==> src/design/phbp_pkg.sv <==
// Shared types, codes and helper functions for the pipeline hazard and branch predictor block.
package phbp_pkg;

  localparam int TABLE_ENTRIES_DEF = 64;
  localparam int STAGE_COUNT       = 7;

  localparam logic [7:0] NO_REG       = 8'd255;
  localparam logic [1:0] SQUASH_SLOTS = 2'd3;

  // stage positions
  localparam int ST_IF1  = 0;
  localparam int ST_IF2  = 1;
  localparam int ST_ID   = 2;
  localparam int ST_EX   = 3;
  localparam int ST_MEM1 = 4;
  localparam int ST_MEM2 = 5;
  localparam int ST_WB   = 6;

  // instruction kinds
  localparam logic [3:0] K_NOP    = 4'd0;
  localparam logic [3:0] K_RTYPE  = 4'd1;
  localparam logic [3:0] K_ITYPE  = 4'd2;
  localparam logic [3:0] K_LOAD   = 4'd3;
  localparam logic [3:0] K_STORE  = 4'd4;
  localparam logic [3:0] K_BRANCH = 4'd5;
  localparam logic [3:0] K_JTYPE  = 4'd6;
  localparam logic [3:0] K_SPEC   = 4'd7;
  localparam logic [3:0] K_JRTYPE = 4'd8;

  // slot classes
  localparam logic [1:0] C_BUBBLE = 2'd0;
  localparam logic [1:0] C_SQUASH = 2'd1;
  localparam logic [1:0] C_REAL   = 2'd2;

  // predictor modes
  localparam logic [1:0] MODE_NT   = 2'd0;
  localparam logic [1:0] MODE_ONE  = 2'd1;
  localparam logic [1:0] MODE_TWO  = 2'd2;
  localparam logic [1:0] MODE_NONE = 2'd3;

  typedef struct packed {
    logic [1:0]  cls;
    logic [3:0]  kind;
    logic [7:0]  sa;
    logic [7:0]  sb;
    logic [7:0]  dr;
    logic [31:0] pc;
    logic [31:0] addr;
  } slot_t;

  typedef struct packed {
    logic shift;
    logic bubble;
  } cell_ctl_t;

  typedef struct packed {
    logic        is_branch;
    logic        taken;
    logic [31:0] addr;
  } pred_req_t;

  typedef struct packed {
    slot_t slot;
    logic  pending_taken;
  } result_t;

  typedef struct packed {
    logic [31:0] tag;
    logic [1:0]  ctr;
  } pred_ent_t;

  function automatic slot_t make_empty(logic [1:0] cls);
    slot_t s;
    s.cls  = cls;
    s.kind = K_NOP;
    s.sa   = NO_REG;
    s.sb   = NO_REG;
    s.dr   = (cls == C_SQUASH) ? 8'd0 : NO_REG;
    s.pc   = 32'd0;
    s.addr = 32'd0;
    return s;
  endfunction

  // load in ld writes a register that the decode slot reads
  function automatic logic load_blocks(slot_t ld, slot_t id);
    logic hit;
    hit = 1'b0;
    if (ld.kind == K_LOAD) begin
      if (id.kind == K_RTYPE || id.kind == K_STORE || id.kind == K_BRANCH) begin
        hit = (ld.dr == id.sa) || (ld.dr == id.sb);
      end else if (id.kind == K_ITYPE || id.kind == K_LOAD || id.kind == K_JRTYPE) begin
        hit = (ld.dr == id.sa);
      end
    end
    return hit;
  endfunction

endpackage

==> src/design/phbp_if.sv <==
// Channel interfaces: pending instruction requests, retire results and mode writes.
interface phbp_in_if;
  logic        valid;
  logic        ready;
  logic        pending_valid;
  logic [3:0]  instr_kind;
  logic [7:0]  src_reg_a;
  logic [7:0]  src_reg_b;
  logic [7:0]  dest_reg;
  logic [31:0] instr_pc;
  logic [31:0] instr_addr;

  modport source(output valid, pending_valid, instr_kind, src_reg_a, src_reg_b, dest_reg,
                 instr_pc, instr_addr, input ready);
  modport sink(input valid, pending_valid, instr_kind, src_reg_a, src_reg_b, dest_reg,
               instr_pc, instr_addr, output ready);
endinterface

interface phbp_out_if;
  logic        valid;
  logic        ready;
  logic [1:0]  retire_class;
  logic [3:0]  retire_kind;
  logic [7:0]  retire_src_a;
  logic [7:0]  retire_src_b;
  logic [7:0]  retire_dest;
  logic [31:0] retire_pc;
  logic [31:0] retire_addr;
  logic        pending_taken;

  modport source(output valid, retire_class, retire_kind, retire_src_a, retire_src_b,
                 retire_dest, retire_pc, retire_addr, pending_taken, input ready);
  modport sink(input valid, retire_class, retire_kind, retire_src_a, retire_src_b,
               retire_dest, retire_pc, retire_addr, pending_taken, output ready);
endinterface

interface phbp_cfg_if;
  logic       valid;
  logic       ready;
  logic [1:0] predict_mode;

  modport source(output valid, predict_mode, input ready);
  modport sink(input valid, predict_mode, output ready);
endinterface

==> src/design/phbp_ram.sv <==
// Generic single-write, single-read RAM with registered read data.
module phbp_ram #(
  parameter int WIDTH = 34,
  parameter int DEPTH = 64
) (
  input  logic                     clk,
  input  logic                     we,
  input  logic [$clog2(DEPTH)-1:0] waddr,
  input  logic [WIDTH-1:0]         wdata,
  input  logic [$clog2(DEPTH)-1:0] raddr,
  output logic [WIDTH-1:0]         rdata
);

  logic [WIDTH-1:0] mem [DEPTH];

  always_ff @(posedge clk) begin
    if (we) begin
      mem[waddr] <= wdata;
    end
    rdata <= mem[raddr];
  end

endmodule

==> src/design/phbp_cell.sv <==
// One pipeline stage cell: holds a slot, takes its neighbor's slot or a bubble.
module phbp_cell import phbp_pkg::*; (
  input  logic      clk,
  input  logic      rst_n,
  input  logic      tick,
  input  cell_ctl_t ctl,
  input  slot_t     prev,
  output slot_t     slot_nxt,
  output slot_t     slot
);

  slot_t slot_r;

  always_comb begin
    slot_nxt = slot_r;
    if (tick) begin
      priority if (ctl.bubble) begin
        slot_nxt = make_empty(C_BUBBLE);
      end else if (ctl.shift) begin
        slot_nxt = prev;
      end else begin
        // hold
        slot_nxt = slot_r;
      end
    end
  end

  always_ff @(posedge clk) begin
    if (!rst_n) begin
      slot_r <= make_empty(C_BUBBLE);
    end else begin
      slot_r <= slot_nxt;
    end
  end

  assign slot = slot_r;

endmodule

==> src/design/phbp_pred.sv <==
// Tagged branch predictor table with clearing sweep and write bypass.
module phbp_pred import phbp_pkg::*; #(
  parameter int TABLE_ENTRIES = TABLE_ENTRIES_DEF
) (
  input  logic        clk,
  input  logic        rst_n,
  input  logic [1:0]  mode,
  input  logic        tick,
  input  pred_req_t   req,
  input  logic [31:0] look_addr,
  output logic        mispredict,
  output logic        clearing
);

  localparam int IW = $clog2(TABLE_ENTRIES);
  localparam int EW = $bits(pred_ent_t);

  function automatic logic [IW-1:0] idx_of(logic [31:0] a);
    return IW'((a >> 3) % TABLE_ENTRIES);
  endfunction

  logic            clearing_r;
  logic [IW-1:0]   clr_idx_r;
  logic            byp_r;
  pred_ent_t       byp_data_r;
  logic [EW-1:0]   ram_q;
  pred_ent_t       ent;
  pred_ent_t       upd_ent;
  logic            upd;
  logic            mis;
  logic            hit;
  logic            we;
  logic [IW-1:0]   waddr;
  logic [IW-1:0]   raddr;
  pred_ent_t       wdata;

  assign ent = byp_r ? byp_data_r : pred_ent_t'(ram_q);
  assign hit = (ent.tag == req.addr);

  always_comb begin
    mis     = 1'b0;
    upd     = 1'b0;
    upd_ent = ent;
    unique case (mode)
      MODE_NT: begin
        mis = req.taken;
      end
      MODE_ONE: begin
        if (hit) begin
          if ({1'b0, req.taken} != ent.ctr) begin
            mis         = 1'b1;
            upd         = 1'b1;
            upd_ent.ctr = {1'b0, req.taken};
          end
        end else begin
          upd         = 1'b1;
          upd_ent.tag = req.addr;
          upd_ent.ctr = {1'b0, req.taken};
          mis         = req.taken;
        end
      end
      MODE_TWO: begin
        upd = 1'b1;
        if (hit) begin
          unique case (ent.ctr)
            2'd0: begin
              if (req.taken) begin
                upd_ent.ctr = 2'd1;
                mis         = 1'b1;
              end
            end
            2'd1: begin
              upd_ent.ctr = req.taken ? 2'd3 : 2'd0;
              mis         = req.taken;
            end
            2'd2: begin
              upd_ent.ctr = req.taken ? 2'd3 : 2'd0;
              mis         = !req.taken;
            end
            default: begin
              if (!req.taken) begin
                upd_ent.ctr = 2'd2;
                mis         = 1'b1;
              end
            end
          endcase
        end else begin
          upd_ent.tag = req.addr;
          upd_ent.ctr = req.taken ? 2'd3 : 2'd0;
          mis         = req.taken;
        end
      end
      default: begin
      end
    endcase
  end

  assign mispredict = req.is_branch && mis;

  always_comb begin
    we    = clearing_r || (tick && req.is_branch && upd);
    waddr = clearing_r ? clr_idx_r : idx_of(req.addr);
    wdata = clearing_r ? pred_ent_t'('0) : upd_ent;
    raddr = idx_of(look_addr);
  end

  phbp_ram #(
    .WIDTH(EW),
    .DEPTH(TABLE_ENTRIES)
  ) u_ram (
    .clk  (clk),
    .we   (we),
    .waddr(waddr),
    .wdata(EW'(wdata)),
    .raddr(raddr),
    .rdata(ram_q)
  );

  // same-cycle write to the entry being read: forward the new data
  always_ff @(posedge clk) begin
    if (!rst_n) begin
      byp_r <= 1'b0;
    end else begin
      byp_r <= we && (waddr == raddr);
    end
    byp_data_r <= wdata;
  end

  always_ff @(posedge clk) begin
    if (!rst_n) begin
      clearing_r <= 1'b1;
      clr_idx_r  <= '0;
    end else if (clearing_r) begin
      if (clr_idx_r == IW'(TABLE_ENTRIES - 1)) begin
        clearing_r <= 1'b0;
      end else begin
        clr_idx_r <= clr_idx_r + 1'b1;
      end
    end
  end

  assign clearing = clearing_r;

endmodule

==> src/design/phbp_oq.sv <==
// Two-entry result queue between the pipeline and the result channel.
module phbp_oq import phbp_pkg::*; (
  input  logic    clk,
  input  logic    rst_n,
  input  logic    push,
  input  result_t push_data,
  input  logic    pop,
  output logic    full,
  output logic    head_valid,
  output result_t head
);

  result_t    ent_r [2];
  logic       wp_r;
  logic       rp_r;
  logic [1:0] cnt_r;
  logic [1:0] cnt_nxt;

  assign full       = (cnt_r == 2'd2);
  assign head_valid = (cnt_r != 2'd0);
  assign head       = ent_r[rp_r];
  assign cnt_nxt    = cnt_r + 2'(push) - 2'(pop);

  always_ff @(posedge clk) begin
    if (!rst_n) begin
      wp_r  <= 1'b0;
      rp_r  <= 1'b0;
      cnt_r <= 2'd0;
    end else begin
      if (push) begin
        wp_r <= !wp_r;
      end
      if (pop) begin
        rp_r <= !rp_r;
      end
      cnt_r <= cnt_nxt;
    end
  end

  always_ff @(posedge clk) begin
    if (push) begin
      ent_r[wp_r] <= push_data;
    end
  end

endmodule

==> src/design/pipeline_hazard_branch_predictor_core.sv <==
// Top level: seven-cell pipeline model with hazard detection and branch prediction.
//
//   channel  direction  handshake        payload
//   in_ch    sink       valid / ready    one clock tick: pending instruction or bubble
//   out_ch   source     valid / ready    writeback slot and pending_taken
//   cfg_ch   sink       valid / ready    predict_mode, ready always high
//
// One request is taken per cycle while in_ch.ready is high; each pushes one result into a
// two-entry result queue, and in_ch.ready drops while that queue is full.
// After reset the predictor table is swept clear, one entry per cycle, through all
// TABLE_ENTRIES entries; in_ch.ready stays low during the sweep.
// Reset is synchronous, active low; cells return to bubbles, mode to zero.
module pipeline_hazard_branch_predictor_core import phbp_pkg::*; #(
  parameter int TABLE_ENTRIES = TABLE_ENTRIES_DEF
) (
  input  logic        clk,
  input  logic        rst_n,
  phbp_in_if.sink     in_ch,
  phbp_out_if.source  out_ch,
  phbp_cfg_if.sink    cfg_ch
);

  logic [1:0] mode_r;
  logic [1:0] squash_left_r;
  logic [1:0] squash_left_nxt;

  slot_t      stage_q [STAGE_COUNT];
  slot_t      stage_d [STAGE_COUNT];
  slot_t      prev_in [STAGE_COUNT];
  cell_ctl_t  ctl     [STAGE_COUNT];

  slot_t      pend;
  slot_t      front;
  logic       tick;
  logic       clearing;
  logic       q_full;
  logic       q_valid;
  result_t    q_head;
  logic       pop;
  logic       structural;
  logic       ld_ex;
  logic       ld_mem;
  logic       st_ex;
  logic       st_mem;
  logic       stall;
  logic       mispredict;
  logic       squash;
  logic       pend_taken;
  pred_req_t  preq;
  logic [31:0] look_addr;

  // configuration
  assign cfg_ch.ready = 1'b1;

  always_ff @(posedge clk) begin
    if (!rst_n) begin
      mode_r <= MODE_NT;
    end else if (cfg_ch.valid) begin
      mode_r <= cfg_ch.predict_mode;
    end
  end

  assign in_ch.ready = !q_full && !clearing;
  assign tick        = in_ch.valid && in_ch.ready;

  always_comb begin
    if (in_ch.pending_valid) begin
      pend.cls  = C_REAL;
      pend.kind = in_ch.instr_kind;
      pend.sa   = in_ch.src_reg_a;
      pend.sb   = in_ch.src_reg_b;
      pend.dr   = in_ch.dest_reg;
      pend.pc   = in_ch.instr_pc;
      pend.addr = in_ch.instr_addr;
    end else begin
      pend = make_empty(C_BUBBLE);
    end
  end

  // hazards on the decode slot
  always_comb begin
    structural = 1'b0;
    if (stage_q[ST_WB].kind == K_RTYPE || stage_q[ST_WB].kind == K_ITYPE ||
        stage_q[ST_WB].kind == K_LOAD) begin
      structural = (stage_q[ST_ID].kind == K_RTYPE) ||
                   (stage_q[ST_ID].kind == K_ITYPE && stage_q[ST_ID].sa != NO_REG) ||
                   (stage_q[ST_ID].kind == K_LOAD) ||
                   (stage_q[ST_ID].kind == K_STORE) ||
                   (stage_q[ST_ID].kind == K_BRANCH) ||
                   (stage_q[ST_ID].kind == K_JRTYPE);
    end
    ld_ex  = load_blocks(stage_q[ST_EX], stage_q[ST_ID]);
    ld_mem = load_blocks(stage_q[ST_MEM1], stage_q[ST_ID]);
    // a load in MEM1 wins over EX and over the structural case
    st_mem = ld_mem;
    st_ex  = !ld_mem && (ld_ex || structural);
    stall  = st_mem || st_ex;
  end

  // branch in IF1 resolves against the pending pc
  always_comb begin
    preq.is_branch = (stage_q[ST_IF1].kind == K_BRANCH);
    preq.taken     = (stage_q[ST_IF1].addr == pend.pc);
    preq.addr      = stage_q[ST_IF1].addr;
  end

  assign look_addr = tick ? stage_d[ST_IF1].addr : stage_q[ST_IF1].addr;

  phbp_pred #(
    .TABLE_ENTRIES(TABLE_ENTRIES)
  ) u_pred (
    .clk       (clk),
    .rst_n     (rst_n),
    .mode      (mode_r),
    .tick      (tick),
    .req       (preq),
    .look_addr (look_addr),
    .mispredict(mispredict),
    .clearing  (clearing)
  );

  assign squash     = mispredict || (squash_left_r != 2'd0);
  assign pend_taken = in_ch.pending_valid && !squash && !stall;
  assign front      = squash ? make_empty(C_SQUASH) : pend;

  always_comb begin
    priority if (mispredict) begin
      squash_left_nxt = SQUASH_SLOTS - 2'd1;
    end else if (squash_left_r != 2'd0) begin
      squash_left_nxt = squash_left_r - 2'd1;
    end else begin
      squash_left_nxt = squash_left_r;
    end
  end

  always_ff @(posedge clk) begin
    if (!rst_n) begin
      squash_left_r <= 2'd0;
    end else if (tick) begin
      squash_left_r <= squash_left_nxt;
    end
  end

  // per-cell controls: stalls hold the front and drop a bubble behind them
  always_comb begin
    for (int i = 0; i < STAGE_COUNT; i++) begin
      ctl[i].shift  = 1'b1;
      ctl[i].bubble = 1'b0;
    end
    ctl[ST_MEM1].bubble = st_mem;
    ctl[ST_EX].bubble   = st_ex;
    ctl[ST_EX].shift    = !st_mem;
    ctl[ST_ID].shift    = !stall;
    ctl[ST_IF2].shift   = !stall;
    ctl[ST_IF1].shift   = squash || !stall;
  end

  always_comb begin
    prev_in[ST_IF1] = front;
    for (int i = 1; i < STAGE_COUNT; i++) begin
      prev_in[i] = stage_q[i-1];
    end
  end

  for (genvar g = 0; g < STAGE_COUNT; g++) begin : g_cell
    phbp_cell u_cell (
      .clk     (clk),
      .rst_n   (rst_n),
      .tick    (tick),
      .ctl     (ctl[g]),
      .prev    (prev_in[g]),
      .slot_nxt(stage_d[g]),
      .slot    (stage_q[g])
    );
  end

  assign pop = q_valid && out_ch.ready;

  phbp_oq u_oq (
    .clk       (clk),
    .rst_n     (rst_n),
    .push      (tick),
    .push_data ('{slot: stage_q[ST_WB], pending_taken: pend_taken}),
    .pop       (pop),
    .full      (q_full),
    .head_valid(q_valid),
    .head      (q_head)
  );

  assign out_ch.valid         = q_valid;
  assign out_ch.retire_class  = q_head.slot.cls;
  assign out_ch.retire_kind   = q_head.slot.kind;
  assign out_ch.retire_src_a  = q_head.slot.sa;
  assign out_ch.retire_src_b  = q_head.slot.sb;
  assign out_ch.retire_dest   = q_head.slot.dr;
  assign out_ch.retire_pc     = q_head.slot.pc;
  assign out_ch.retire_addr   = q_head.slot.addr;
  assign out_ch.pending_taken = q_head.pending_taken;

  a_no_req_while_clearing: assert property (@(posedge clk) disable iff (!rst_n)
    clearing |-> !in_ch.ready)
    else $error("request taken during table clear");

  a_squash_reload: assert property (@(posedge clk) disable iff (!rst_n)
    tick && mispredict |=> squash_left_r == SQUASH_SLOTS - 2'd1)
    else $error("squash count not reloaded on mispredict");

  a_squash_fills_if1: assert property (@(posedge clk) disable iff (!rst_n)
    tick && squash |=> stage_q[ST_IF1].cls == C_SQUASH)
    else $error("IF1 not squashed");

  a_taken_enters_if1: assert property (@(posedge clk) disable iff (!rst_n)
    tick && pend_taken |=> stage_q[ST_IF1] == $past(pend))
    else $error("taken request missing from IF1");

endmodule

==> src/flat_wrapper.sv <==
// flat-port wrapper written by rule: the top's interface ports become plain ports
module pipeline_hazard_branch_predictor_core_flat import phbp_pkg::*;
#(
  parameter int TABLE_ENTRIES = TABLE_ENTRIES_DEF
)
  (clk, rst_n, in_ch_valid, in_ch_pending_valid, in_ch_instr_kind, in_ch_src_reg_a, in_ch_src_reg_b, in_ch_dest_reg, in_ch_instr_pc, in_ch_instr_addr, in_ch_ready, out_ch_valid, out_ch_retire_class, out_ch_retire_kind, out_ch_retire_src_a, out_ch_retire_src_b, out_ch_retire_dest, out_ch_retire_pc, out_ch_retire_addr, out_ch_pending_taken, out_ch_ready, cfg_ch_valid, cfg_ch_predict_mode, cfg_ch_ready);
  phbp_in_if in_ch_i ();
  phbp_out_if out_ch_i ();
  phbp_cfg_if cfg_ch_i ();
  input  logic clk;
  input  logic rst_n;
  input wire logic [$bits(in_ch_i.valid)-1:0] in_ch_valid;
  input wire logic [$bits(in_ch_i.pending_valid)-1:0] in_ch_pending_valid;
  input wire logic [$bits(in_ch_i.instr_kind)-1:0] in_ch_instr_kind;
  input wire logic [$bits(in_ch_i.src_reg_a)-1:0] in_ch_src_reg_a;
  input wire logic [$bits(in_ch_i.src_reg_b)-1:0] in_ch_src_reg_b;
  input wire logic [$bits(in_ch_i.dest_reg)-1:0] in_ch_dest_reg;
  input wire logic [$bits(in_ch_i.instr_pc)-1:0] in_ch_instr_pc;
  input wire logic [$bits(in_ch_i.instr_addr)-1:0] in_ch_instr_addr;
  output wire logic [$bits(in_ch_i.ready)-1:0] in_ch_ready;
  output wire logic [$bits(out_ch_i.valid)-1:0] out_ch_valid;
  output wire logic [$bits(out_ch_i.retire_class)-1:0] out_ch_retire_class;
  output wire logic [$bits(out_ch_i.retire_kind)-1:0] out_ch_retire_kind;
  output wire logic [$bits(out_ch_i.retire_src_a)-1:0] out_ch_retire_src_a;
  output wire logic [$bits(out_ch_i.retire_src_b)-1:0] out_ch_retire_src_b;
  output wire logic [$bits(out_ch_i.retire_dest)-1:0] out_ch_retire_dest;
  output wire logic [$bits(out_ch_i.retire_pc)-1:0] out_ch_retire_pc;
  output wire logic [$bits(out_ch_i.retire_addr)-1:0] out_ch_retire_addr;
  output wire logic [$bits(out_ch_i.pending_taken)-1:0] out_ch_pending_taken;
  input wire logic [$bits(out_ch_i.ready)-1:0] out_ch_ready;
  input wire logic [$bits(cfg_ch_i.valid)-1:0] cfg_ch_valid;
  input wire logic [$bits(cfg_ch_i.predict_mode)-1:0] cfg_ch_predict_mode;
  output wire logic [$bits(cfg_ch_i.ready)-1:0] cfg_ch_ready;
  assign in_ch_i.valid = in_ch_valid;
  assign in_ch_i.pending_valid = in_ch_pending_valid;
  assign in_ch_i.instr_kind = in_ch_instr_kind;
  assign in_ch_i.src_reg_a = in_ch_src_reg_a;
  assign in_ch_i.src_reg_b = in_ch_src_reg_b;
  assign in_ch_i.dest_reg = in_ch_dest_reg;
  assign in_ch_i.instr_pc = in_ch_instr_pc;
  assign in_ch_i.instr_addr = in_ch_instr_addr;
  assign in_ch_ready = in_ch_i.ready;
  assign out_ch_valid = out_ch_i.valid;
  assign out_ch_retire_class = out_ch_i.retire_class;
  assign out_ch_retire_kind = out_ch_i.retire_kind;
  assign out_ch_retire_src_a = out_ch_i.retire_src_a;
  assign out_ch_retire_src_b = out_ch_i.retire_src_b;
  assign out_ch_retire_dest = out_ch_i.retire_dest;
  assign out_ch_retire_pc = out_ch_i.retire_pc;
  assign out_ch_retire_addr = out_ch_i.retire_addr;
  assign out_ch_pending_taken = out_ch_i.pending_taken;
  assign out_ch_i.ready = out_ch_ready;
  assign cfg_ch_i.valid = cfg_ch_valid;
  assign cfg_ch_i.predict_mode = cfg_ch_predict_mode;
  assign cfg_ch_ready = cfg_ch_i.ready;
  pipeline_hazard_branch_predictor_core #(.TABLE_ENTRIES(TABLE_ENTRIES)) u_core (.clk(clk), .rst_n(rst_n), .in_ch(in_ch_i), .out_ch(out_ch_i), .cfg_ch(cfg_ch_i));
endmodule
==> config.mk <==
export PLATFORM = sky130hd
export DESIGN_NAME = pipeline_hazard_branch_predictor_core_flat
export DESIGN_NICKNAME = d
export VERILOG_FILES = /design/src/design/phbp_pkg.sv /design/src/design/phbp_if.sv /design/src/design/phbp_ram.sv /design/src/design/phbp_cell.sv /design/src/design/phbp_pred.sv /design/src/design/phbp_oq.sv /design/src/design/pipeline_hazard_branch_predictor_core.sv /design/src/flat_wrapper.sv
export SDC_FILE = /design/constraint.sdc
export NUM_CORES = 2
export LEC_CHECK = 0
export ABC_CLOCK_PERIOD_IN_PS = 12700
export BUFFER_PORTS_ARGS = -buffer_cell sky130_fd_sc_hd__buf_2
export CAP_MARGIN = 20
export CORE_MARGIN = 2
export CORE_UTILIZATION = 40
export DETAILED_ROUTE_END_ITERATION = 8
export SLEW_MARGIN = 20
export SYNTH_ARGS = -nofsm -noshare
export SYNTH_HDL_FRONTEND = slang
export SYNTH_SLANG_ARGS = --single-unit
==> constraint.sdc <==
create_clock -name clk -period 12.7 [get_ports clk]
set_input_delay 2.54 -clock clk [delete_from_list [all_inputs] [get_ports clk]]
set_output_delay 2.54 -clock clk [all_outputs]
set_load 0.1 [all_outputs]
# Yosys cells after proc, flatten, opt, wreduce, memory -nomap -nowiden
# Memories as Yosys holds them, arrays and structs flattened. A register that Yosys moved wholly into a read port is not among the register bits.
# Index checks and enable logic that the tools add are counted.
# totals
regBits	708
ramBits	2366
input_bits	100
memories	2
# op_classes
add_sub_neg	4
eq_ne	28
n_mux	46
n_bitwise	2
n_reduce_logical	48
# memory_table
memory	words	word_bits	read_ports	rd_clocked_by_memory_dff	wr	line_no	rtl
u_core.u_pred.u_ram.mem	64	34	1	1	1	phbp_ram.sv:14	logic [WIDTH-1:0] mem [DEPTH];
u_core.u_oq.ent_r	2	95	1	1	1	phbp_oq.sv:13	result_t ent_r [2];
# op_table
cell	count
$mux W94	5
$mux W32	3
$mux W34	2
$pmux W34 S2	1
$eq A32 B32 Y1	2
$eq A8 B8 Y1	4
$eq A4 B2 Y1 const B	6
$mux W1	21
$logic_or A1 B1 Y1	18
$mux W2	8
$eq A4 B3 Y1 const B	3
$logic_and A1 B1 Y1	11
$reduce_and A2 Y1	5
$mux W9	1
$eq A4 B1 Y1 const B	2
$logic_not A1 Y1	8
$ne A8 B8 Y1 const B	1
$add A6 B1 Y6 const B	1
$eq A2 B2 Y1 const B	3
$eq A6 B6 Y1	1
$eq A6 B6 Y1 const B	1
$mux W6	1
$pmux W1 S3	2
$reduce_bool A2 Y1	3
12 further kinds	15

# Logic depth before layout (Yosys ltp)
# logic_depth
depth_word	18
ltp_mapped	20
depth_no_buf	13

# By module
# From an unflattened synthesis, not the netlist that was laid out.
# unflattened
cells_unflattened	9239
area_unflattened_um2	139268.6
# modules_own_cells
module	n_inst	cells_per_inst	area_each_um2	seq_area_each_um2
phbp_ram	1	3744	83774.1	66023.3
phbp_cell	7	647	6109.6	1881.8
phbp_oq	1	317	7293.2	5805.6
phbp_pred	1	283	2911.5	840.8
pipeline_hazard_branch_predictor_core	1	366	2522.4	80.1

# Worst setup path before layout
# OpenSTA, ideal clock, no wires.
# synth_path
path_kind	input -> register
startpoint	input in_ch_valid
endpoint	memory u_core.u_oq.ent_r[0][0] (netlist name), enable pin
setup_time_ps	551
arrival_ps	7596
required_ps	12149
slack_ps	4553
cell_stages	6
path_buffers	3
path_cell_list	and2_1 clkbuf_1 clkinv_1 clkbuf_1 clkbuf_1 nor2_1
# synth_via
elab_chain_cells	3
# synth_lines
item	line_no	rtl
from (decl)	flat_wrapper.sv:12	input wire logic [$bits(in_ch_i.valid)-1:0] in_ch_valid;
$logic_and A1 B1 Y1	pipeline_hazard_branch_predictor_core.sv:64	assign tick = in_ch.valid && in_ch.ready;
$mux W1	phbp_oq.sv:41	if (push) begin
$mux W1 (not written as such)	phbp_oq.sv:42	ent_r[wp_r] <= push_data;
to (decl)	phbp_oq.sv:13	
# No other way between the ends.

# Final worst setup path
# layout_path
startpoint	input in_ch_pending_valid
endpoint	register u_core.u_pred.u_ram.rdata[22], read port of u_core.u_pred.u_ram.mem
# layout_via
elab_chain_cells	12
elab_cells_between_ends	18
cone_classes	eq/ne: 2; mux: 12; reduce/logical: 4
# layout_lines
item	line_no	rtl
from (decl)	flat_wrapper.sv:13	input wire logic [$bits(in_ch_i.pending_valid)-1:0] in_ch_pending_valid;
$mux W94 *	pipeline_hazard_branch_predictor_core.sv:67	if (in_ch.pending_valid) begin
$eq A32 B32 Y1	pipeline_hazard_branch_predictor_core.sv:103	preq.taken = (stage_q[ST_IF1].addr == pend.pc);
$mux W1 (tied with other cells)	phbp_pred.sv:81	if (!req.taken) begin
$pmux W1 S3 / $mux W1 (equally long branches)	phbp_pred.sv:65, phbp_pred.sv:50	
$mux W1, on equally long branches	phbp_pred.sv:64, phbp_pred.sv:49	
$pmux W1 S3	phbp_pred.sv:44	unique case (mode)
$logic_and A1 B1 Y1	phbp_pred.sv:98	assign mispredict = req.is_branch && mis;
$logic_or A1 B1 Y1	pipeline_hazard_branch_predictor_core.sv:122	assign squash = mispredict || (squash_left_r != 2'd0);
$mux W94 / $logic_or A1 B1 Y1 (equally long branches)	pipeline_hazard_branch_predictor_core.sv:124, pipeline_hazard_branch_predictor_core.sv:155	
$mux W32 *	phbp_cell.sv:19	end else if (ctl.shift) begin
$mux W32 *	phbp_cell.sv:16	if (tick) begin
$mux W9 *	pipeline_hazard_branch_predictor_core.sv:107	assign look_addr = tick ? stage_d[ST_IF1].addr : stage_q[ST_IF1].addr;
to (decl)	phbp_ram.sv:11	output logic [WIDTH-1:0] rdata
# Mark *: on every way between the ends. The rest lies on a longest branch, timed or not.
# A chain may end at the register's enable or synchronous reset.

==> results.cfg <==
[run]
max_cap_violations = 0

[detailed_routing]
drtPass1Iterations = 6
wl_per_cell_um = 28.1
drt-initial-drc-count = 12000
postRouteAntennaNets = 0
post-route-drc-count = 0
totalWireLength_um = 396000
via_count = 86700
viasPerCell = 6.14

[setup_path]
timing.rr.start = u_core.u_pred.byp_r$_SDFF_PN0_
critPathRequiredTime_ps = 13510
reg2reg_depth = 16
critPathLaunch = in_ch_pending_valid
start_kind = input pin
crit_end = u_core.u_pred.u_ram.rdata[22]$_DFF_P_
crit_path_end_kind = register
rr_endpoint = u_core.u_pred.u_ram.rdata[22]$_DFF_P_
arrival_ps = 9690
path_max_fanout = 183
crit_type = input pin to register
r2r_slack_ps = 4210

[clock_network]
clock-root-buffer = clkbuf_16
clock_latency_ps = 890
cts_tree = yes
htreeDepth = 5
cts_inserted_buffers = 316
clock_path_buffers = 4
cts_resized = 0
cts_hold_repair.buffers = 0
cts.sinks = 3109
clk_pin_slew_worst_paths_ps = 60
postCtsSetupBuffers = 0

[floorplanning]
start_util_pct = 40.2
num_rows = 205
die_h_um = 563
ios = 198
core_area_sq_mm = 0.311
die-width_um = 563
die-area_sq_mm = 0.317

[logic_synthesis]
synthXorXnorAreaFrac_pct = 0.658
synth-simple-area-share_pct = 11.0
syn_nets = 9989
synth_seq_cells = 3109
synthCells = 9878
async_flop_share_pct = 0
synth_edf_count = 2366
synth_top_cell_by_area = edfxtp_1
yosysUniqueCellTypes = 99
synth_fa_ha_area_share_pct = 0.110
synth.top_cell.area_share_pct = 56.8
syn-cell-area_sq_mm = 0.125
avgSynthCellArea_sq_um = 12.7
yosys_warnings = 0
synth_compound_area_share_pct = 13.0
ys_seq_area_share_pct = 68.7
ys_top_cells_by_area = edfxtp_1, dfxtp_1, nand2_1
yosys_most_used_dff = edfxtp_1
synthMuxAreaShare_pct = 3.22
synth_top_family_by_area = compound AO/OA/AOI/OAI gates

[timing]
fin_ws_ps = 3820
setup_viol = 0
tns_ps = 0
skew_ps = 32.1
period_share_pct = 69.9
hold_violations = 0
fin_crit_ps = 8880
final_max_slew_viol_count = 0
clock.fmax_ghz = 0.113
hold_slack_ps = 449
tightest_slew_ps = 1340
rsz0062_at_grt = false
relSlewSlack_pct = 11.0

[power_and_ir_drop]
power_uw = 20100
power_leakage_uw = 0.0465
peakVddDrop_mv = 0.108
powerDensity_mw_per_mm2 = 144

[global_routing]
gr-usage-all-layers_pct = 24.0
grt_pass1_wl_um = 569000
overflow = 0
grt_max_degree = 277
grt_pass1_vias = 81200
grt_antenna_before_repair = 26

[finish]
multi_input_area_sq_mm = 0.0360
fill_cells = 27700
nNetsFinal = 9837
area_growth_pct = 12.1
regArea_sq_mm = 0.0859
layout-drive-gt1-share_pct = 12.6
stdcell_count = 14100

[run_status]
status = finished, final reports clean

[min_path]
holdCritPathClass = register to register
min_path_cells = 0

[placement]
io_buffers = 196
place_ws_ps = 2930
dp.cells = 13500
gp_congestion = 0.865
hpwl_um = 205000
[sequential cells by signal, summed over array words and instances (netlist names), named ones only]
| name | flops |
|---|---|
| u_core.u_pred.clearing | 1 |
| u_core.u_pred.u_ram.rdata | 34 |
| u_core.u_pred.byp_data_r | 34 |
| u_core.u_pred.clr_idx_r | 6 |
| u_core.squash_left_r | 2 |
| u_core.u_oq.ent_r | 190 |
| u_core.u_pred.u_ram.mem | 2176 |
| u_core.mode_r | 2 |
| u_core.u_oq.rp_r | 1 |
| u_core.u_pred.byp_r | 1 |
| u_core.g_cell.u_cell.slot | 649 |
| u_core.u_oq.cnt_r | 2 |
| u_core.u_oq.wp_r | 1 |
[through the flow]
step / area (sq um) / utilization (%)
finish: 140000 / 45.0
global route: 140000 / 45.0
CTS: 140000 / 45.0
detailed placement: 130000 / 41.9
global placement: 130000 / 41.9
floorplan: 125000 / -
[cells in the final DEF (no fill, tap or decap), types with 21 or more instances in the layout]
| cell type | count |
|---|---|
| clkinv_1 | 61 |
| a2111oi_0 | 55 |
| o21ai_0 | 523 |
| clkinv_2 | 33 |
| xnor2_1 | 77 |
| clkbuf_8 | 24 |
| nor2b_1 | 182 |
| clkbuf_1 | 85 |
| a31oi_1 | 244 |
| mux2_2 | 219 |
| nor2_1 | 49 |
| a21oi_1 | 288 |
| a22o_1 | 53 |
| nand3_1 | 861 |
| buf_2 | 195 |
| a21boi_0 | 310 |
| o221ai_1 | 64 |
| a32oi_1 | 71 |
| nor3_1 | 143 |
| inv_1 | 65 |
| o22a_1 | 34 |
| clkbuf_16 | 323 |
| nand4_1 | 267 |
| nor2_4 | 103 |
| a221oi_1 | 61 |
| edfxtp_1 | 2366 |
| dfxtp_1 | 740 |
| a21o_1 | 57 |
| a311oi_1 | 52 |
| a221o_1 | 51 |
| mux2i_1 | 132 |
| a211oi_1 | 60 |
| buf_12 | 21 |
| a22oi_1 | 172 |
| nand2_1 | 1212 |
| buf_4 | 218 |
| o22ai_1 | 205 |
[synthesized netlist by cell type (all sizes together) (60+ instances only)]
library cell  number
a21boi           311
nand4            269
o221ai            64
a211oi            60
a22oi            174
nor3             147
nor2             153
a32oi             74
inv               65
edfxtp          2366
nor2b            182
nand2           1216
clkbuf           636
nand3            862
o22ai            206
a21oi            290
o21ai            526
mux2             221
dfxtp            743
a31oi            248
mux2i            147
a221oi            63
xnor2             77
buf              272
[cell families after synthesis]
kind of cell / count (synthesis)
AOI/OAI and AO/OA: 2394
xor gates and xnor gates: 94
adders and majority gates: 11
buffers and inverters: 974
DFF: 3109
muxes: 368
other: 1
and+or+nand+nor: 2927
[worst max-delay path, stage by stage]
cell and delay (ps):
buf_2 640, nor4bb_1 370, o2bb2ai_1 150, o22ai_1 130, nor4_2 680, a21oi_1 220
o211ai_4 410, buf_4 530, a31o_4 650, buf_4 770, buf_12 620, nand3_1 170
a31oi_1 230, nand4_1 160, a32oi_1 690, mux2_2 280
[area by class of cell]
cell class                      instances  share of cell area (%)
Sequential cell                      3109                    61.3
Multi-Input combinational cell       5795                    25.7
Clock buffer                          433                    6.23
Tap cell                             4140                    3.69
Timing Repair Buffer                  438                    2.22
Clock inverter                        129                   0.703
Inverter                               66                   0.182
Antenna cell                            6                  0.0107
[how the worst min path moves through the flow]
stage	start	to	slack, ps
floorplan	u_core.g_cell[6].u_cell.slot[9]$_SDFFE_PN0P_	u_core.u_oq.ent_r[0][10]$_DFFE_PP_	430
global placement	u_core.g_cell[6].u_cell.slot[56]$_SDFFE_PN0P_	u_core.u_oq.ent_r[0][57]$_DFFE_PP_	430
detailed placement	u_core.g_cell[6].u_cell.slot[37]$_SDFFE_PN0P_	u_core.u_oq.ent_r[0][38]$_DFFE_PP_	440
CTS	u_core.g_cell[6].u_cell.slot[87]$_SDFFE_PN1P_	u_core.u_oq.ent_r[1][88]$_DFFE_PP_	450
global route	u_core.g_cell[1].u_cell.slot[6]$_SDFFE_PN0P_	u_core.g_cell[2].u_cell.slot[6]$_SDFFE_PN0P_	460
finish	u_core.g_cell[6].u_cell.slot[82]$_SDFFE_PN1P_	u_core.u_oq.ent_r[0][83]$_DFFE_PP_	450
[report_power, final]
group / leakage (uW) / internal (uW) / switching, uW
logic: 0.0120 / 108 / 238
registers: 0.0297 / 10800 / 26.2
clock network: 0.00475 / 5050 / 3890
total: 0.0465 / 16000 / 4150
[per-layer routing]
| layer | GRT usage, % | vias up | share of wire, % |
|---|---|---|---|
| li1 | - | 37300 | - |
| met1 | 33.5 | 43400 | 41 |
| met2 | 36.7 | 5036 | 44 |
| met3 | 4.80 | 924 | 10 |
| met4 | 9.94 | 10 | 4.7 |
| met5 | 0 | - | 0.014 |
Power figures use the tool's default switching activity.
